## src/rtl/core/cq_pkg.sv

```systemverilog
// Package for the circular queue: widths, command and status codes, and the
// command word passed from the front end to the execution back end.
// No dependencies.
`timescale 1ns / 1ps

package cq_pkg;

    // Default ring depth and data width
    localparam int DEPTH_DEF = 8;
    localparam int WORD_W    = 32;

    // Command codes on the command port
    localparam logic [1:0] CMD_PUSH = 2'd0;
    localparam logic [1:0] CMD_POP  = 2'd1;
    localparam logic [1:0] CMD_DUMP = 2'd2;

    // Decoded operation held in the command queue
    typedef enum logic [1:0] {
        OP_PUSH = 2'd0,
        OP_POP  = 2'd1,
        OP_DUMP = 2'd2
    } op_t;

    // Result status codes
    typedef enum logic [1:0] {
        ST_OK    = 2'd0,
        ST_FULL  = 2'd1,
        ST_EMPTY = 2'd2
    } status_t;

    // Back end sequencer states
    typedef enum logic {
        BK_IDLE = 1'b0,
        BK_DUMP = 1'b1
    } back_state_t;

    // One queued command word
    typedef struct packed {
        op_t               op;
        logic [WORD_W-1:0] value;
    } cq_item_t;

    // Command queue status seen by the front and back ends
    typedef struct packed {
        logic valid;
        logic full;
    } cq_qstat_t;

endpackage

```

## src/rtl/core/cq_ram.sv

```systemverilog
// Generic single-write, single-read RAM with registered read data.
// No dependencies.
`timescale 1ns / 1ps

module cq_ram #(
    parameter int WIDTH = 32,
    parameter int DEPTH = 8
) (
    input  logic                     clk,
    input  logic                     we,
    input  logic [$clog2(DEPTH)-1:0] waddr,
    input  logic [WIDTH-1:0]         wdata,
    input  logic [$clog2(DEPTH)-1:0] raddr,
    output logic [WIDTH-1:0]         rdata
);

    logic [WIDTH-1:0] mem [DEPTH];

    // Write port
    always_ff @(posedge clk)
    begin
        if (we)
        begin
            mem[waddr] <= wdata;
        end
    end

    // Registered read port
    always_ff @(posedge clk)
    begin
        rdata <= mem[raddr];
    end

endmodule

```

## src/rtl/core/cq_cmd_fifo.sv

```systemverilog
// Two-entry command queue between the front end and the back end.
// Depends on cq_pkg.
`timescale 1ns / 1ps

module cq_cmd_fifo (
    input  logic             clk,
    input  logic             rst_n,
    input  logic             wr_en,
    input  cq_pkg::cq_item_t wr_item,
    input  logic             rd_en,
    output cq_pkg::cq_item_t rd_item,
    output cq_pkg::cq_qstat_t qstat
);

    import cq_pkg::*;

    cq_item_t   slot_reg [2];
    logic       wr_ptr_reg, wr_ptr_next;
    logic       rd_ptr_reg, rd_ptr_next;
    logic [1:0] cnt_reg, cnt_next;

    // Pointer and fill count update
    always_comb
    begin
        wr_ptr_next = wr_ptr_reg ^ wr_en;
        rd_ptr_next = rd_ptr_reg ^ rd_en;
        cnt_next    = cnt_reg + 2'(wr_en) - 2'(rd_en);
    end

    always_ff @(posedge clk or negedge rst_n)
    begin
        if (!rst_n)
        begin
            wr_ptr_reg <= 1'b0;
            rd_ptr_reg <= 1'b0;
            cnt_reg    <= 2'd0;
        end
        else
        begin
            wr_ptr_reg <= wr_ptr_next;
            rd_ptr_reg <= rd_ptr_next;
            cnt_reg    <= cnt_next;
        end
    end

    // Entry storage
    always_ff @(posedge clk)
    begin
        if (wr_en)
        begin
            slot_reg[wr_ptr_reg] <= wr_item;
        end
    end

    assign rd_item     = slot_reg[rd_ptr_reg];
    assign qstat.valid = (cnt_reg != 2'd0);
    assign qstat.full  = (cnt_reg == 2'd2);

endmodule

```

## src/rtl/core/cq_front.sv

```systemverilog
// Front end: takes commands, decodes them and drops the unused code.
// Depends on cq_pkg.
`timescale 1ns / 1ps

module cq_front (
    input  logic              start,
    input  logic [1:0]        command,
    input  logic [cq_pkg::WORD_W-1:0] push_value,
    input  cq_pkg::cq_qstat_t qstat,
    output logic              busy,
    output logic              wr_en,
    output cq_pkg::cq_item_t  wr_item
);

    import cq_pkg::*;

    logic cmd_ok;

    // Decode command into a queue word
    always_comb
    begin
        cmd_ok        = 1'b1;
        wr_item.value = push_value;
        case (command)
            CMD_PUSH: wr_item.op = OP_PUSH;
            CMD_POP:  wr_item.op = OP_POP;
            CMD_DUMP: wr_item.op = OP_DUMP;
            default:
            begin
                wr_item.op = OP_PUSH;
                cmd_ok     = 1'b0;
            end
        endcase
    end

    // Accept whenever the command queue has room
    assign busy  = qstat.full;
    assign wr_en = start && !qstat.full && cmd_ok;

endmodule

```

## src/rtl/core/cq_back.sv

```systemverilog
// Back end: executes queued commands against the ring and drives results.
// Depends on cq_pkg and cq_ram.
`timescale 1ns / 1ps

module cq_back #(
    parameter int DEPTH = cq_pkg::DEPTH_DEF
) (
    input  logic              clk,
    input  logic              rst_n,
    input  cq_pkg::cq_item_t  rd_item,
    input  cq_pkg::cq_qstat_t qstat,
    output logic              rd_en,
    output logic              result_valid,
    output logic [1:0]        status,
    output logic signed [cq_pkg::WORD_W-1:0] data_value,
    output logic              last_flag
);

    import cq_pkg::*;

    localparam int IDX_W = $clog2(DEPTH);
    localparam int CNT_W = $clog2(DEPTH + 1);
    localparam logic [IDX_W-1:0] IDX_LAST = IDX_W'(DEPTH - 1);
    localparam logic [CNT_W-1:0] CNT_FULL = CNT_W'(DEPTH);
    localparam logic [CNT_W-1:0] CNT_ONE  = CNT_W'(1);

    back_state_t        state_reg, state_next;
    logic [IDX_W-1:0]   head_reg, head_next;
    logic [IDX_W-1:0]   tail_reg, tail_next;
    logic [CNT_W-1:0]   count_reg, count_next;
    logic [IDX_W-1:0]   pos_reg, pos_next;
    logic [CNT_W-1:0]   remain_reg, remain_next;
    logic               rd_pend_reg, rd_pend_next;
    logic               rd_last_reg, rd_last_next;
    logic               res_valid_reg, res_valid_next;
    status_t            res_status_reg, res_status_next;
    logic [WORD_W-1:0]  res_data_reg, res_data_next;
    logic               res_last_reg, res_last_next;

    logic               dispatch;
    logic               ram_we;
    logic [IDX_W-1:0]   ram_raddr;
    logic [WORD_W-1:0]  ram_rdata;

    function automatic logic [IDX_W-1:0] next_idx(input logic [IDX_W-1:0] i);
        next_idx = (i == IDX_LAST) ? '0 : i + IDX_W'(1);
    endfunction

    // Ring storage
    cq_ram #(
        .WIDTH (WORD_W),
        .DEPTH (DEPTH)
    ) u_ring (
        .clk   (clk),
        .we    (ram_we),
        .waddr (tail_reg),
        .wdata (rd_item.value),
        .raddr (ram_raddr),
        .rdata (ram_rdata)
    );

    // Take a new command only when idle and no read is in flight
    assign dispatch = (state_reg == BK_IDLE) && !rd_pend_reg && qstat.valid;
    assign rd_en    = dispatch;

    // Next state
    always_comb
    begin
        state_next = state_reg;
        case (state_reg)
            BK_IDLE:
            begin
                if (dispatch && rd_item.op == OP_DUMP && count_reg != '0)
                begin
                    state_next = BK_DUMP;
                end
            end
            BK_DUMP:
            begin
                if (remain_reg == CNT_ONE)
                begin
                    state_next = BK_IDLE;
                end
            end
            default: state_next = BK_IDLE;
        endcase
    end

    // Datapath and result updates
    always_comb
    begin
        head_next       = head_reg;
        tail_next       = tail_reg;
        count_next      = count_reg;
        pos_next        = pos_reg;
        remain_next     = remain_reg;
        rd_pend_next    = 1'b0;
        rd_last_next    = 1'b0;
        ram_we          = 1'b0;
        ram_raddr       = head_reg;
        res_valid_next  = 1'b0;
        res_status_next = ST_OK;
        res_data_next   = '0;
        res_last_next   = 1'b1;

        // Read data returning from the ring
        if (rd_pend_reg)
        begin
            res_valid_next = 1'b1;
            res_data_next  = ram_rdata;
            res_last_next  = rd_last_reg;
        end

        case (state_reg)
            BK_IDLE:
            begin
                if (dispatch)
                begin
                    case (rd_item.op)
                        OP_PUSH:
                        begin
                            res_valid_next = 1'b1;
                            if (count_reg == CNT_FULL)
                            begin
                                res_status_next = ST_FULL;
                            end
                            else
                            begin
                                ram_we     = 1'b1;
                                tail_next  = next_idx(tail_reg);
                                count_next = count_reg + CNT_ONE;
                            end
                        end
                        OP_POP:
                        begin
                            if (count_reg == '0)
                            begin
                                res_valid_next  = 1'b1;
                                res_status_next = ST_EMPTY;
                            end
                            else
                            begin
                                rd_pend_next = 1'b1;
                                rd_last_next = 1'b1;
                                head_next    = next_idx(head_reg);
                                count_next   = count_reg - CNT_ONE;
                            end
                        end
                        OP_DUMP:
                        begin
                            if (count_reg == '0)
                            begin
                                res_valid_next  = 1'b1;
                                res_status_next = ST_EMPTY;
                            end
                            else
                            begin
                                pos_next    = head_reg;
                                remain_next = count_reg;
                            end
                        end
                        default: ;
                    endcase
                end
            end
            BK_DUMP:
            begin
                // Stream one entry per cycle from oldest to newest
                ram_raddr    = pos_reg;
                rd_pend_next = 1'b1;
                rd_last_next = (remain_reg == CNT_ONE);
                pos_next     = next_idx(pos_reg);
                remain_next  = remain_reg - CNT_ONE;
            end
            default: ;
        endcase
    end

    // Control registers
    always_ff @(posedge clk or negedge rst_n)
    begin
        if (!rst_n)
        begin
            state_reg     <= BK_IDLE;
            head_reg      <= '0;
            tail_reg      <= '0;
            count_reg     <= '0;
            pos_reg       <= '0;
            remain_reg    <= '0;
            rd_pend_reg   <= 1'b0;
            rd_last_reg   <= 1'b0;
            res_valid_reg <= 1'b0;
        end
        else
        begin
            state_reg     <= state_next;
            head_reg      <= head_next;
            tail_reg      <= tail_next;
            count_reg     <= count_next;
            pos_reg       <= pos_next;
            remain_reg    <= remain_next;
            rd_pend_reg   <= rd_pend_next;
            rd_last_reg   <= rd_last_next;
            res_valid_reg <= res_valid_next;
        end
    end

    // Result payload registers
    always_ff @(posedge clk)
    begin
        res_status_reg <= res_status_next;
        res_data_reg   <= res_data_next;
        res_last_reg   <= res_last_next;
    end

    assign result_valid = res_valid_reg;
    assign status       = res_status_reg;
    assign data_value   = res_data_reg;
    assign last_flag    = res_last_reg;

endmodule

```

## src/rtl/core/circular_queue.sv

```systemverilog
// Circular FIFO queue of 32-bit words, top level. Push and full/empty results
// pass through the command queue and the result register; pop data and dump
// words also pass the registered ring RAM read, a dump first its dump state.
// Pushes sustain 1 per cycle while busy is low; a dump holds the back end until
// its last word is read, and the back end holds dispatch while a ring read is
// in flight. Results are one-cycle strobes with no backpressure. Reset empties
// the queue; ring contents are undefined until written.
// Depends on cq_pkg, cq_front, cq_cmd_fifo, cq_back, cq_ram.
`timescale 1ns / 1ps

module circular_queue #(
    parameter int DEPTH = cq_pkg::DEPTH_DEF
) (
    input  logic        clk,
    input  logic        rst_n,
    input  logic        start,
    output logic        busy,
    input  logic [1:0]  command,
    input  logic signed [cq_pkg::WORD_W-1:0] push_value,
    output logic        result_valid,
    output logic [1:0]  status,
    output logic signed [cq_pkg::WORD_W-1:0] data_value,
    output logic        last_flag
);

    import cq_pkg::*;

    cq_qstat_t qstat;
    cq_item_t  wr_item;
    cq_item_t  rd_item;
    logic      wr_en;
    logic      rd_en;

    // Command decode and acceptance
    cq_front u_front (
        .start      (start),
        .command    (command),
        .push_value (push_value),
        .qstat      (qstat),
        .busy       (busy),
        .wr_en      (wr_en),
        .wr_item    (wr_item)
    );

    // Decoupling queue
    cq_cmd_fifo u_fifo (
        .clk     (clk),
        .rst_n   (rst_n),
        .wr_en   (wr_en),
        .wr_item (wr_item),
        .rd_en   (rd_en),
        .rd_item (rd_item),
        .qstat   (qstat)
    );

    // Execution against the ring
    cq_back #(
        .DEPTH (DEPTH)
    ) u_back (
        .clk          (clk),
        .rst_n        (rst_n),
        .rd_item      (rd_item),
        .qstat        (qstat),
        .rd_en        (rd_en),
        .result_valid (result_valid),
        .status       (status),
        .data_value   (data_value),
        .last_flag    (last_flag)
    );

endmodule

```

## config.mk

```make
export PLATFORM = sky130hd
export DESIGN_NAME = circular_queue
export DESIGN_NICKNAME = d
export VERILOG_FILES = /design/src/rtl/core/cq_pkg.sv /design/src/rtl/core/cq_ram.sv /design/src/rtl/core/cq_cmd_fifo.sv /design/src/rtl/core/cq_front.sv /design/src/rtl/core/cq_back.sv /design/src/rtl/core/circular_queue.sv
export SDC_FILE = /design/constraint.sdc
export NUM_CORES = 1
export LEC_CHECK = 0
export ABC_CLOCK_PERIOD_IN_PS = 6660
export BUFFER_PORTS_ARGS = -buffer_cell sky130_fd_sc_hd__buf_2
export CORE_ASPECT_RATIO = 1.2
export CORE_MARGIN = 2
export CORE_UTILIZATION = 41
export DETAILED_ROUTE_END_ITERATION = 8
export PLACE_DENSITY_LB_ADDON = 0.25
export REMOVE_ABC_BUFFERS = 1
export SLEW_MARGIN = 20
export SYNTH_ARGS = -nofsm -noshare
export SYNTH_HDL_FRONTEND = slang
export SYNTH_SLANG_ARGS = --single-unit
```

## constraint.sdc

```tcl
create_clock -name clk -period 6.66 [get_ports clk]
set_clock_uncertainty 0.2 [all_clocks]
set_input_delay 1.332 -clock clk [delete_from_list [all_inputs] [get_ports clk]]
set_output_delay 1.332 -clock clk [all_outputs]
set_load 0.005 [all_outputs]
```

## After elaboration in Yosys (flattened, before gate mapping)

Memory sizes are Yosys's and may differ from the RTL's. A register that Yosys moved wholly into a read port is not among the register bits.
Index checks and enable logic that the tools add are counted.

- Flip-flop bits (word level): 60
- Bits in latches: 0
- RAM bits: 324
- Bits in read-only memories: 0
- Output and inout port bits: 37
- Logic and storage cells: 108
- Memories: 2

- Add/subtract/negate cells: 8
- Multiply operators: 0
- Div/mod/pow operators: 0
- Magnitude comparators: 0
- Equal/unequal tests: 15
- Shift-type cells: 0
- Multiplexer cells: 41
- Bitwise logic cells: 6
- Reduce and logical (&&, ||, !) cells: 21

Memories:

| name | depth | width | read ports | clocked after memory_dff | wr ports | RTL line | source |
|---|---|---|---|---|---|---|---|
| u_back.u_ring.mem | 8 | 32 | 1 | 1 | 1 | cq_ram.sv:17 | `logic [WIDTH-1:0] mem [DEPTH];` |
| u_fifo.slot_reg | 2 | 34 | 1 | 0 | 1 | cq_cmd_fifo.sv:17 | `cq_item_t slot_reg [2];` |

Operators by type and width:

| kind | count |
|---|---|
| 3-bit 2-to-1 mux | 7 |
| 4-bit 2-to-1 mux | 5 |
| 1-bit 2-to-1 mux | 19 |
| 4-bit one-hot mux with 2 select lines | 2 |
| 3-bit by 1-bit adder with 3-bit output (second input constant) | 3 |
| 3-bit == test (second input constant) | 3 |
| 2-bit != test (second input constant) | 4 |
| 1-bit one-hot mux with 2 select lines | 4 |
| 2-bit one-hot mux with 2 select lines | 2 |
| 4-bit AND reduction | 2 |
| 4-bit by 1-bit subtractor with 4-bit output (second input constant) | 2 |
| 2-bit == test (second input constant) | 3 |
| 1-bit logical AND | 6 |
| 3-bit one-hot mux with 2 select lines | 1 |
| 5-bit AND reduction | 1 |
| 4-bit by 1-bit adder with 4-bit output (second input constant) | 1 |
| 2-bit by 1-bit == test with 1-bit output (second input constant) | 2 |
| 4-bit by 1-bit == test with 1-bit output (second input constant) | 1 |
| 4-bit == test (second input constant) | 1 |
| 2-bit zero test | 2 |
| 4-bit zero test | 1 |
| 1-bit NOT | 4 |
| 2-bit nonzero test | 2 |
| 4-bit nonzero test | 1 |
| 9 further kinds | 12 |

## Logic depth before layout (Yosys ltp)

- Depth after elaboration: 7
- Mapped depth: 12

## Cells and area by module

A second synthesis with hierarchy kept.

- Cells, all modules: 758
- Area total of the unflattened synthesis: 15783.9 sq um

Modules (own cells, without submodules):

| module | times used | cells an instance | area an instance (sq um) | seq. area each (sq um) |
|---|---|---|---|---|
| cq_ram | 1 | 415 | 10466.3 | 8328.0 |
| cq_cmd_fifo | 1 | 122 | 2815.2 | 2142.1 |
| cq_back | 1 | 184 | 2223.4 | 1226.2 |
| cq_front | 1 | 37 | 279.0 | 0.0 |

## Worst setup path after synthesis

Ideal clock, no wire load.

- Path kind: reg-to-reg
- Start: register u_fifo.rd_ptr_reg
- End: memory u_back.u_ring.mem[0][0] (enable)
- Library setup time: 0.502 ns
- Data arrival time: 4.948 ns
- Slack: 1.010 ns
- Cell stages (with the launch flop): 7
- Path buffers: 2
- Period minus slack after synthesis: 5.650 ns
- Cells stage by stage: dfrtp_1 > clkbuf_1 > buf_1 > mux2i_1 > ha_1 > nand3_1 > nor4_1

- Longest elaborated chain between the ends: 7

RTL lines:

| what | RTL line | source |
|---|---|---|
| start, declared | cq_cmd_fifo.sv:19 | `logic rd_ptr_reg, rd_ptr_next;` |
| start signal, assigned | cq_cmd_fifo.sv:41 | `rd_ptr_reg <= rd_ptr_next;` |
| memory 2 x 34 bit | - |  |
| 2-bit zero test | cq_back.sv:119 | `case (rd_item.op)` |
| 1-bit 2-to-1 mux | cq_back.sv:119 |  |
| 1-bit 2-to-1 mux | cq_back.sv:117 | `if (dispatch)` |
| 1-bit 2-to-1 mux | cq_back.sv:114 | `case (state_reg)` |
| 1-bit 2-to-1 mux | cq_ram.sv:22 | `if (we)` |
| 1-bit 2-to-1 mux (not written as such) | cq_ram.sv:24 | `mem[waddr] <= wdata;` |
| end, declared | cq_ram.sv:17 |  |

Every way passes these cells.

## Final worst setup path

- Start: register u_fifo.rd_ptr_reg
- End: memory u_back.u_ring.mem[7][17] (enable)

The elaborated chain is that of the path after synthesis.

==> reports/metrics.cfg <==
[final_layout]
antennaDiodeCount = 0
final_nets = 1148
drive_gt1_share_pct = 21.14
final_common_cell = edfxtp_1
largest_reg_flops = 256
n_fill_cell = 3298
area_growth_pct = 14.10
final_cell_mix = edfxtp_1 (324), nor2_1 (164), buf_2 (73)

[routing]
drcViolationCount = 0
via_count = 8637
vias_per_cell = 5.358
wire_per_inst_um = 19.73
routed_wl_um = 31810
first_iter_violations = 558
drtAntennaViolNets = 0
drtPass1Iterations = 7

[sta]
setup_violations = 0
fmax_ghz = 0.2751
drv_slew = 0
rsz0062_at_grt = no
worst_slew_pin_slew_ns = 1.022
period_minus_slack_ns = 3.636
fin_crit_sh_pct = 54.59
hold_violations = 0
tns_ns = 0
relSlewSlack_pct = 31.86

[setup_path]
crit_path_start_kind = flip-flop
critPathRequiredTime_ns = 6.71
r2r_cells = 5
cp.arrival_ns = 3.68
timing.rr.start = u_fifo.rd_ptr_reg
worst-r2r-setup-slack_ns = 3.02
crit_start = u_fifo.rd_ptr_reg
cp_max_fo = 35
critPathCaptureType = flip-flop
worst-setup-path-type = reg -> reg
r2r-end = u_back.u_ring.mem[7][17]

[clocking]
path_clk_slew_ns = 0.06
clk_latency_ns = 0.54
cts_hold_buffers = 0
cts_setup_buffers = 0
clock-sinks = 416
numCtsBuffers = 42
cts_tree = yes
cts_resized = 0
root_buffer = clkbuf_16
clk_path_buf_depth = 3
cts.htree.levels = 2

[logic_synthesis]
synth.distinct_cells = 55
synth_seq_area_share_pct = 73.30
synth_top_family_by_area = multiplexers
ys.flop_type = edfxtp_1
synth-edff-count = 324
synthSimpleGateAreaFrac_pct = 7.065
synth_xor_area_share_pct = 0.5489
synth_compound_area_share_pct = 7.136
muxShareOfSynthArea_pct = 8.171
syn_area_per_cell_sq_um = 15.60
synthAdderAreaFrac_pct = 1.411
ys_warn_count = 0
syn_inst = 1023
syn_area_sq_um = 15960
ys_ff_latch = 416
synthArstFlopShare_pct = 6.010

[placed_design]
io_buffer_count = 73
gp_congestion = 0.7087
dp_hpwl_um = 17010

[worst_hold_path]
hold_depth = 1
hold_class = reg -> reg
hold_end = u_back.last_flag
min_from = u_back.rd_last_reg

[die]
dieWidth_um = 184.1
pin_count = 74
die-area_sq_um = 40520
placementRows = 79
dieHeight_um = 220.1
start_util_pct = 41.39
fp.coreArea_sq_um = 38550

[global_routing]
grt_pass1_wl_um = 49510
grt_pass1_vias = 8686
antenna_found_initial = 0
grt_overflow_total = 0
grt_usage_pct = 16.08
grt_max_degree = 70

[run_status]
status = finished clean

[run]
drv_cap = 0

[power_and_ir_drop]
fin_total_pwr_w = 0.008493
leakage_nw = 6.390
p_per_area_nw_per_um2 = 466.5
max-vdd-ir-drop_mv = 0.2627

-- worst max-delay path: stages, from the launching register on --
cell and delay, ns:
dfrtp_2 1.00, mux2i_1 0.44, ha_1 0.34, nand4_1 0.38, nor2_4 0.74, buf_16 0.24
-- worst max path at each step --
| stage | endpoint | slack [ns] | cells after the start |
|---|---|---|---|
| after floorplan | u_back.u_ring.mem[0][0] | 0.90 | 4 |
| after global placement | u_back.u_ring.mem[7][8] | 2.78 | 4 |
| after detailed placement | u_back.u_ring.mem[7][21] | 2.93 | 5 |
| after CTS | u_back.u_ring.mem[7][21] | 2.92 | 5 |
| after global routing | u_back.u_ring.mem[7][16] | 2.71 | 5 |
| final | u_back.u_ring.mem[7][17] | 3.02 | 5 |
-- layout make-up --
cell class,instances,area [sq um],area share [%]
clock inverter,15,140.1,0.7697
multi-input combinational,537,3955,21.72
inverter,10,37.54,0.2062
timing repair buffer,86,515.5,2.831
tap,486,608.1,3.340
sequential,416,11700,64.27
clock buffer,62,1249,6.859
-- synth_stat cells, types with 12 or more instances --
library cell | count | share of area [%]
mux4_1 | 12 | 2.0
o22ai_1 | 65 | 2.5
mux4_2 | 20 | 2.8
edfxtp_1 | 324 | 61
a31oi_1 | 34 | 1.3
a22oi_1 | 33 | 1.6
mux2_2 | 39 | 2.8
dfxtp_1 | 67 | 8.4
dfrtp_1 | 25 | 3.9
nor2_1 | 167 | 3.9
ha_1 | 18 | 1.4
nand2_1 | 15 | 0.35
o21ai_0 | 33 | 1.0
clkbuf_1 | 32 | 0.75
and2_1 | 33 | 1.3
-- metal layers --
metal	vias to the layer above	GRT usage (%)	part of all wire [%]
li1	4046	-	-
met5	-	0	0
met2	217	28.14	51
met1	4319	20.43	42
met3	55	2.529	4.6
met4	0	5.493	2.5
-- where the power goes --
part / internal, W / switching, W / leakage, nW / total [W]
combinational: 0.00101 / 0.00149 / 1.92 / 0.00250
sequential: 0.00340 / 0.000266 / 3.79 / 0.00367
clock: 0.00138 / 0.000945 / 0.682 / 0.00233
-- per-stage QoR --
step / util, % / cell area, sq um / hold WS, ns / worst slack, ns / std cells
floorplan: - / 15620 / 0.2015 / 0.8987 / 963
global placement: 43.43 / 16740 / 0.2103 / 2.777 / 1532
detailed placement: 43.63 / 16820 / 0.2116 / 2.935 / 1535
CTS: 47.23 / 18210 / 0.2253 / 2.923 / 1612
global route: 47.23 / 18210 / 0.2470 / 2.708 / 1612
finish: 47.23 / 18210 / 0.2225 / 3.024 / 1612
-- kinds of logic (layout without fill, tap and decap cells) --
group                    Yosys count  after routing
AO/OA/AOI/OAI                    179            179
adder cells (fa/ha/maj)           18             18
XOR/XNOR                          10             10
multiplexers                      79             79
buffers and inverters             70            173
AND/OR/NAND/NOR                  251            251
flip-flops                       416            416
No activity file was read; power rests on OpenSTA's default activity.
